`src/rtl/core/lpif_pkg.sv`:
```
// Shared types and constants of the line pair intersection filter.
package lpif_pkg;

  // Fixed field widths
  localparam int REGION_BITS = 11;
  localparam int SLOPE_BITS  = 16;
  localparam int SPREAD_BITS = 12;
  localparam int SLOPE_FRAC  = 12;
  localparam int PT_W        = 20;
  localparam int STATUS_W    = 3;
  localparam int CFG_IDX_W   = 3;
  localparam int CFG_DATA_W  = 16;

  // Saturation limits of a point coordinate
  localparam logic signed [PT_W-1:0] PT_MAX = 20'sh7FFFF;
  localparam logic signed [PT_W-1:0] PT_MIN = 20'sh80000;

  // Result status codes
  localparam logic [STATUS_W-1:0] STAT_OK       = 3'd0;
  localparam logic [STATUS_W-1:0] STAT_PARALLEL = 3'd1;
  localparam logic [STATUS_W-1:0] STAT_ANGLE    = 3'd2;
  localparam logic [STATUS_W-1:0] STAT_REGION   = 3'd3;
  localparam logic [STATUS_W-1:0] STAT_SPREAD   = 3'd4;

  // Configuration register indexes
  localparam logic [CFG_IDX_W-1:0] CFG_X_MIN     = 3'd0;
  localparam logic [CFG_IDX_W-1:0] CFG_X_MAX     = 3'd1;
  localparam logic [CFG_IDX_W-1:0] CFG_Y_MIN     = 3'd2;
  localparam logic [CFG_IDX_W-1:0] CFG_Y_MAX     = 3'd3;
  localparam logic [CFG_IDX_W-1:0] CFG_MIN_SLOPE = 3'd4;
  localparam logic [CFG_IDX_W-1:0] CFG_MAX_SLOPE = 3'd5;
  localparam logic [CFG_IDX_W-1:0] CFG_SPREAD    = 3'd6;

  // Configuration reset values
  localparam logic [REGION_BITS-1:0] RST_X_MIN     = 11'd540;
  localparam logic [REGION_BITS-1:0] RST_X_MAX     = 11'd740;
  localparam logic [REGION_BITS-1:0] RST_Y_MIN     = 11'd400;
  localparam logic [REGION_BITS-1:0] RST_Y_MAX     = 11'd600;
  localparam logic [SLOPE_BITS-1:0]  RST_MIN_SLOPE = 16'd722;
  localparam logic [SLOPE_BITS-1:0]  RST_MAX_SLOPE = 16'd23229;
  localparam logic [SPREAD_BITS-1:0] RST_SPREAD    = 12'd1000;

  typedef enum logic [3:0] {
    ST_IDLE,
    ST_PROD,
    ST_CLASS,
    ST_NUM,
    ST_DIVSET,
    ST_DIVGO,
    ST_DIVRUN,
    ST_REGION,
    ST_SQ,
    ST_PUSH,
    ST_VAR1,
    ST_VAR2,
    ST_VAR3,
    ST_UNDO,
    ST_DONE
  } state_t;

  // Controller to datapath
  typedef struct packed {
    logic                load;
    logic                prod;
    logic                klass;
    logic                num;
    logic                divset;
    logic                divgo;
    logic                sq;
    logic                push;
    logic                var1;
    logic                var2;
    logic                undo;
    logic                res_load;
    logic [STATUS_W-1:0] res_status;
  } cmd_t;

  // Datapath to controller
  typedef struct packed {
    logic vert;
    logic slope_bad;
    logic div_done;
    logic region_out;
    logic spread_bad;
  } stat_t;

endpackage

```
`src/rtl/core/lpif_ctrl.sv`:
```
// Controller: sequences one line pair through the datapath.
module lpif_ctrl (
  input  logic            clk,
  input  logic            rst,
  input  logic            in_valid,
  output logic            in_stall,
  output logic            out_valid,
  input  logic            out_stall,
  input  lpif_pkg::stat_t stat,
  output lpif_pkg::cmd_t  cmd
);

  lpif_pkg::state_t state, state_next;
  logic [lpif_pkg::STATUS_W-1:0] res, res_next;

  always_ff @(posedge clk) begin
    if (rst) begin
      state <= lpif_pkg::ST_IDLE;
      res   <= lpif_pkg::STAT_OK;
    end else begin
      state <= state_next;
      res   <= res_next;
    end
  end

  // Next state
  always_comb begin
    state_next = state;
    res_next   = res;
    case (state)
      lpif_pkg::ST_IDLE:   if (in_valid) state_next = lpif_pkg::ST_PROD;
      lpif_pkg::ST_PROD:   state_next = lpif_pkg::ST_CLASS;
      lpif_pkg::ST_CLASS:  state_next = lpif_pkg::ST_NUM;
      lpif_pkg::ST_NUM: begin
        if (stat.vert) begin
          res_next   = lpif_pkg::STAT_PARALLEL;
          state_next = lpif_pkg::ST_DONE;
        end else if (stat.slope_bad) begin
          res_next   = lpif_pkg::STAT_ANGLE;
          state_next = lpif_pkg::ST_DONE;
        end else begin
          state_next = lpif_pkg::ST_DIVSET;
        end
      end
      lpif_pkg::ST_DIVSET: state_next = lpif_pkg::ST_DIVGO;
      lpif_pkg::ST_DIVGO:  state_next = lpif_pkg::ST_DIVRUN;
      lpif_pkg::ST_DIVRUN: if (stat.div_done) state_next = lpif_pkg::ST_REGION;
      lpif_pkg::ST_REGION: begin
        if (stat.region_out) begin
          res_next   = lpif_pkg::STAT_REGION;
          state_next = lpif_pkg::ST_DONE;
        end else begin
          state_next = lpif_pkg::ST_SQ;
        end
      end
      lpif_pkg::ST_SQ:     state_next = lpif_pkg::ST_PUSH;
      lpif_pkg::ST_PUSH:   state_next = lpif_pkg::ST_VAR1;
      lpif_pkg::ST_VAR1:   state_next = lpif_pkg::ST_VAR2;
      lpif_pkg::ST_VAR2:   state_next = lpif_pkg::ST_VAR3;
      lpif_pkg::ST_VAR3: begin
        if (stat.spread_bad) begin
          res_next   = lpif_pkg::STAT_SPREAD;
          state_next = lpif_pkg::ST_UNDO;
        end else begin
          res_next   = lpif_pkg::STAT_OK;
          state_next = lpif_pkg::ST_DONE;
        end
      end
      lpif_pkg::ST_UNDO:   state_next = lpif_pkg::ST_DONE;
      lpif_pkg::ST_DONE:   if (!out_valid || !out_stall) state_next = lpif_pkg::ST_IDLE;
      default:             state_next = lpif_pkg::ST_IDLE;
    endcase
  end

  // Commands
  always_comb begin
    cmd            = '0;
    cmd.res_status = res;
    in_stall       = state != lpif_pkg::ST_IDLE;
    case (state)
      lpif_pkg::ST_IDLE:   cmd.load     = in_valid;
      lpif_pkg::ST_PROD:   cmd.prod     = 1'b1;
      lpif_pkg::ST_CLASS:  cmd.klass    = 1'b1;
      lpif_pkg::ST_NUM:    cmd.num      = 1'b1;
      lpif_pkg::ST_DIVSET: cmd.divset   = 1'b1;
      lpif_pkg::ST_DIVGO:  cmd.divgo    = 1'b1;
      lpif_pkg::ST_SQ:     cmd.sq       = 1'b1;
      lpif_pkg::ST_PUSH:   cmd.push     = 1'b1;
      lpif_pkg::ST_VAR1:   cmd.var1     = 1'b1;
      lpif_pkg::ST_VAR2:   cmd.var2     = 1'b1;
      lpif_pkg::ST_UNDO:   cmd.undo     = 1'b1;
      lpif_pkg::ST_DONE:   cmd.res_load = !out_valid || !out_stall;
      default: ;
    endcase
  end

  // Hold the result beat until taken
  always_ff @(posedge clk) begin
    if (rst) begin
      out_valid <= 1'b0;
    end else if (cmd.res_load) begin
      out_valid <= 1'b1;
    end else if (!out_stall) begin
      out_valid <= 1'b0;
    end
  end

  a_no_overwrite: assert property (@(posedge clk) disable iff (rst)
    cmd.res_load |-> (!out_valid || !out_stall))
    else $error("result beat overwritten while stalled");

  a_undo_after_test: assert property (@(posedge clk) disable iff (rst)
    state == lpif_pkg::ST_UNDO |-> $past(state) == lpif_pkg::ST_VAR3 && $past(stat.spread_bad))
    else $error("window undo without a failed spread test");

  a_div_exit: assert property (@(posedge clk) disable iff (rst)
    (state == lpif_pkg::ST_DIVRUN && stat.div_done) |=> state == lpif_pkg::ST_REGION)
    else $error("divider finish not followed by region test");

endmodule

```
`config.mk`:
```
export PLATFORM = sky130hd
export DESIGN_NAME = lpif_ctrl
export DESIGN_NICKNAME = d
export VERILOG_FILES = /design/src/rtl/core/lpif_pkg.sv /design/src/rtl/core/lpif_ctrl.sv
export SDC_FILE = /design/constraint.sdc
export NUM_CORES = 1
export LEC_CHECK = 0
export ABC_AREA = 1
export BUFFER_PORTS_ARGS = -buffer_cell sky130_fd_sc_hd__buf_2
export CORE_AREA = 2 2 41 43
export DETAILED_ROUTE_END_ITERATION = 6
export DIE_AREA = 0 0 43 45
export PLACE_DENSITY = 0.68
export SETUP_SLACK_MARGIN = 0.05
export SYNTH_ARGS = -nofsm -noshare
export SYNTH_HDL_FRONTEND = slang
export SYNTH_SLANG_ARGS = --single-unit
```
`constraint.sdc`:
```
create_clock -name clk -period 1 [get_ports clk]
set_input_delay 0.05 -clock clk [delete_from_list [all_inputs] [get_ports clk]]
set_output_delay 0.05 -clock clk [all_outputs]
set_load 0.1 [all_outputs]
```
==> metrics.cfg, run 1 <==
[run_status]
outcome=did not finish
stop_stage=global routing (5_1_grt)
tool.error=[ERROR DPL-0038] Utilization greater than 100%, impossible to legalize

[floorplanning]
fp.dieH_um=45
dieWidth_um=43
ios=26
std_cell_rows=14
initial_core_util=0.3631

[synth]
ys.warnings.count=0
syn-mean-instance-area_um2=5.871
synth_cells=91
seq_area_frac_synth=0.2998
synth_nets=100
synth-seq-cells=8
synth.distinct_cells=14
syn_area_um2=534.3

[clocking]
cts_buffers=3
cts_htree_levels=1
hold_buffers=0
max-clock-path-buffers=2
cts_num_sinks=8
cts_root_buffer=clkbuf_4

[placed_design]
portBuffers=25
place_congestion=0.9424
hpwlAfterDp_um=1462

[global_route]
grt_max_degree=7

[sta]
worst_path_end_type=output port
worst_endpoint=cmd[14]

-- cell families after synthesis --
family          share of synthesized area
compound gates                     0.1639
buf+inv                            0.1335
flops                              0.2998
simple gates                       0.4028
-- repair_timing --
action	in CTS
pin swaps	16
gates resized for setup	35
buffers inserted	6
hold endpoints to repair	0
endpoints found under the setup margin	21
-- synthesized netlist by cell type (all sizes together) --
cell	number	share of area
o21ai	6	0.056
nand2	22	0.17
nand3	7	0.084
dfxtp	8	0.30
nor2	18	0.15
a211oi	1	0.014
inv	19	0.13
a21oi	10	0.094
-- metrics by stage --
step	area (µm²)	setup TNS, ns	std cells	setup WS [ns]
3_3_place_gp	1200	-1.250	146	-0.1377
4_1_cts	1396	-4.683	156	-0.3055
3_5_place_dp	1200	-1.934	146	-0.1657
2_1_floorplan	681.9	-2.942	91	-0.3012
==> inputs of run 2 (changes only) <==
--- a/config.mk
+++ b/config.mk
@@ -7,11 +7,10 @@
 export LEC_CHECK = 0
 export ABC_AREA = 1
 export BUFFER_PORTS_ARGS = -buffer_cell sky130_fd_sc_hd__buf_2
-export CORE_AREA = 2 2 41 43
+export CORE_AREA = 2 2 63 65
 export DETAILED_ROUTE_END_ITERATION = 6
-export DIE_AREA = 0 0 43 45
-export PLACE_DENSITY = 0.68
-export SETUP_SLACK_MARGIN = 0.05
+export DIE_AREA = 0 0 65 67
+export PLACE_DENSITY_LB_ADDON = 0.15
 export SYNTH_ARGS = -nofsm -noshare
 export SYNTH_HDL_FRONTEND = slang
 export SYNTH_SLANG_ARGS = --single-unit
==> constraint.sdc (replaced) <==
create_clock -name clk -period 1.3 [get_ports clk]
set_input_delay 0.065 -clock clk [delete_from_list [all_inputs] [get_ports clk]]
set_output_delay 0.065 -clock clk [all_outputs]
set_load 0.1 [all_outputs]
==> run 2 against run 1 <==
  * The run now ends clean
  * Synthesized cell count is the same
  * Area after synthesis did not move
==> metrics.cfg, run 2 <==
[global_route]
overflow=0
grt_max_degree=7
grt_pass1_wl_um=2829
track_usage=0.08301
antenna_found_initial=0
grt_pass1_vias=652

[placed_design]
dp_slack_ns=-0.007829
dp.cells=169
hpwlAfterDp_um=1453
place_congestion=0.8187
portBuffers=25

[routing]
viasPerCell=3.863
totalWireLength_um=1690
first_pass_iters=3
first_iter_violations=4
ant_nets=0
drcViolationCount=0
vias=676
routedWlPerCell_um=9.657

[worst_setup_path]
crit_chain=inv_1 -> nand2_1 -> buf_6 -> nor2_4 -> buf_12
cp_slowest_stage_delay_ns=0.37
critPathKind=reg -> out
crit_arrival_ns=1.19
cp_slowest_cell=dfxtp_4
start_kind=register
cp_max_fo=5
required_ns=1.24
endpoint_kind=output port

[floorplanning]
dieWidth_um=65
ios=26
die_area_um2=4355
core_um2=3606
initial_core_util=0.1482
fp.dieH_um=67
std_cell_rows=22

[pwr]
p_leak_nw=0.5586
intPower_mw=0.6414
combPwrFrac=0.465
power_density_nw_per_um2=938.1
power_frac_seq=0.259
clkPwrFrac=0.276
swShare=0.4137
switchingPower_mw=0.4525
ir_worst_vdd_v=0.0003347

[clocking]
cts_root_buffer=clkbuf_8
cts_buffers=3
clock_latency_ns=0.22
cts_tree=done
clkTransAtPathRegs_ns=0.04
cts_htree_levels=1
max-clock-path-buffers=2
cts_num_sinks=8

[sta]
fmax_ghz=0.7962
timing.slew.headroom=0.6804
holdWs_ns=0.05525
worst_pin_slew_ns=0.4828
grt_setup_unrepaired=yes
worst_slack_ns=0.04403
slew_viol_final=0
fin_skew_ns=0.005258
finalSetupViolCount=0
hold_viol_final=0
period_share=0.9661
period_needed_ns=1.256

[synth]
syn-mean-instance-area_um2=5.871
yosysMostFrequentCell=nand2_1
synth_nets=100
synth_top_cells_by_area=dfxtp_1 30%, nand2_1 13%, inv_1 11%
synth-seq-cells=8
synth_area_leader_cell=dfxtp_1
syn_area_um2=534.3
ys.warnings.count=0
async_flop_share=0
synth_cells=91
synth_ff_type=dfxtp_1
synth_common_cells=19 x nand2_1, 16 x inv_1, 15 x nor2_1
synth_top_area_frac=0.2998
seq_area_frac_synth=0.2998
synth.distinct_cells=14
synth-edff-count=0

[cells_and_area]
drive_gt1_frac=0.5433
largest_register_ffs=4
fillCellCount=391
final_cell_mix=16 x nand2_1, 14 x inv_1, 13 x nor2_4, 13 x buf_12, 12 x buf_2
fin_cells=175
reg.largest.list=state (4), res (3), out_valid (1)
nNetsFinal=137
num_antenna_cells=0
final_common_cell=nand2_1
area_growth_pct=118.3
top_register=state

[flow_run]
drv_cap=0

[hold_path]
hp-class=in -> reg

[run_status]
outcome=finished clean

==> run 2: cell counts after synthesis <==
Identical to the previous run, type by type.
==> run 2: path summary, 6_finish.rpt <==
path / startpoint / to / slack (ns) / cells after the start
max: state[1] / cmd[7] / 0.04 / 5
min: rst / state[2] / 0.06 / 2
max reg2reg: state[1] / res[2] / 0.12 / 6
min reg2reg: out_valid / out_valid / 0.51 / 2
==> run 2: cell type report <==
| cell class | instances | area (µm²) | area share |
|---|---|---|---|
| well taps | 48 | 60.06 | 0.05150 |
| flip-flops and latches | 8 | 178.9 | 0.1534 |
| repair buffers | 32 | 380.4 | 0.3262 |
| inverters | 19 | 71.32 | 0.06116 |
| multi-input cells | 64 | 430.4 | 0.3691 |
| clock buffers | 4 | 45.04 | 0.03863 |
==> run 2: metal layers <==
metal,routed length [µm],GRT usage,vias up
met2,848,0.1443,19
met3,115,0.01182,2
met1,720,0.09990,299
met5,0,0,-
met4,5,0.03989,0
li1,-,-,356
==> run 2: critical path: cells and delay by family, from the launching register on <==
| kind | cells | cell delay [ns] |
|---|---|---|
| AND/OR/NAND/NOR | 2 | 0.19 |
| buffers and inverters | 3 | 0.40 |
| flip-flops | 1 | 0.37 |
==> run 2: power by group through the flow <==
stage,sequential (mW),combinational (mW),clock (mW)
after floorplan,0.299,0.297,0
after CTS,0.280,0.504,0.317
final,0.284,0.509,0.302
after detailed placement,0.278,0.481,0
after global placement,0.278,0.479,0
after global routing,0.286,0.537,0.327
==> run 2: cells by family after synthesis <==
group / share of synthesized area
compound gates: 0.1639
buf+inv: 0.1335
simple gates: 0.4028
flops: 0.2998
==> run 2: per-stage QoR <==
step / TNS, ns / total power [mW] / utilization / instance area (µm²)
final: 0 / 1.094 / 0.3234 / 1166
after global routing: -0.05628 / 1.150 / 0.3234 / 1166
after CTS: -0.04985 / 1.102 / 0.3102 / 1119
after detailed placement: -0.01673 / 0.7593 / 0.2852 / 1028
after global placement: -0.04627 / 0.7567 / 0.2852 / 1028
after floorplan: -1.093 / 0.5953 / - / 610.6
==> run 2: what timing repair did <==
| item | 4_1_cts | 5_1_grt |
|---|---|---|
| pin swaps | 1 | 2 |
| endpoints found under the hold margin | 0 | 0 |
| endpoints found under the setup margin | 15 | 15 |
| resized for setup | 10 | 14 |
| hold buffers | 0 | 0 |
| buffers inserted | 2 | 0 |
(Power assumes the default switching activity.)
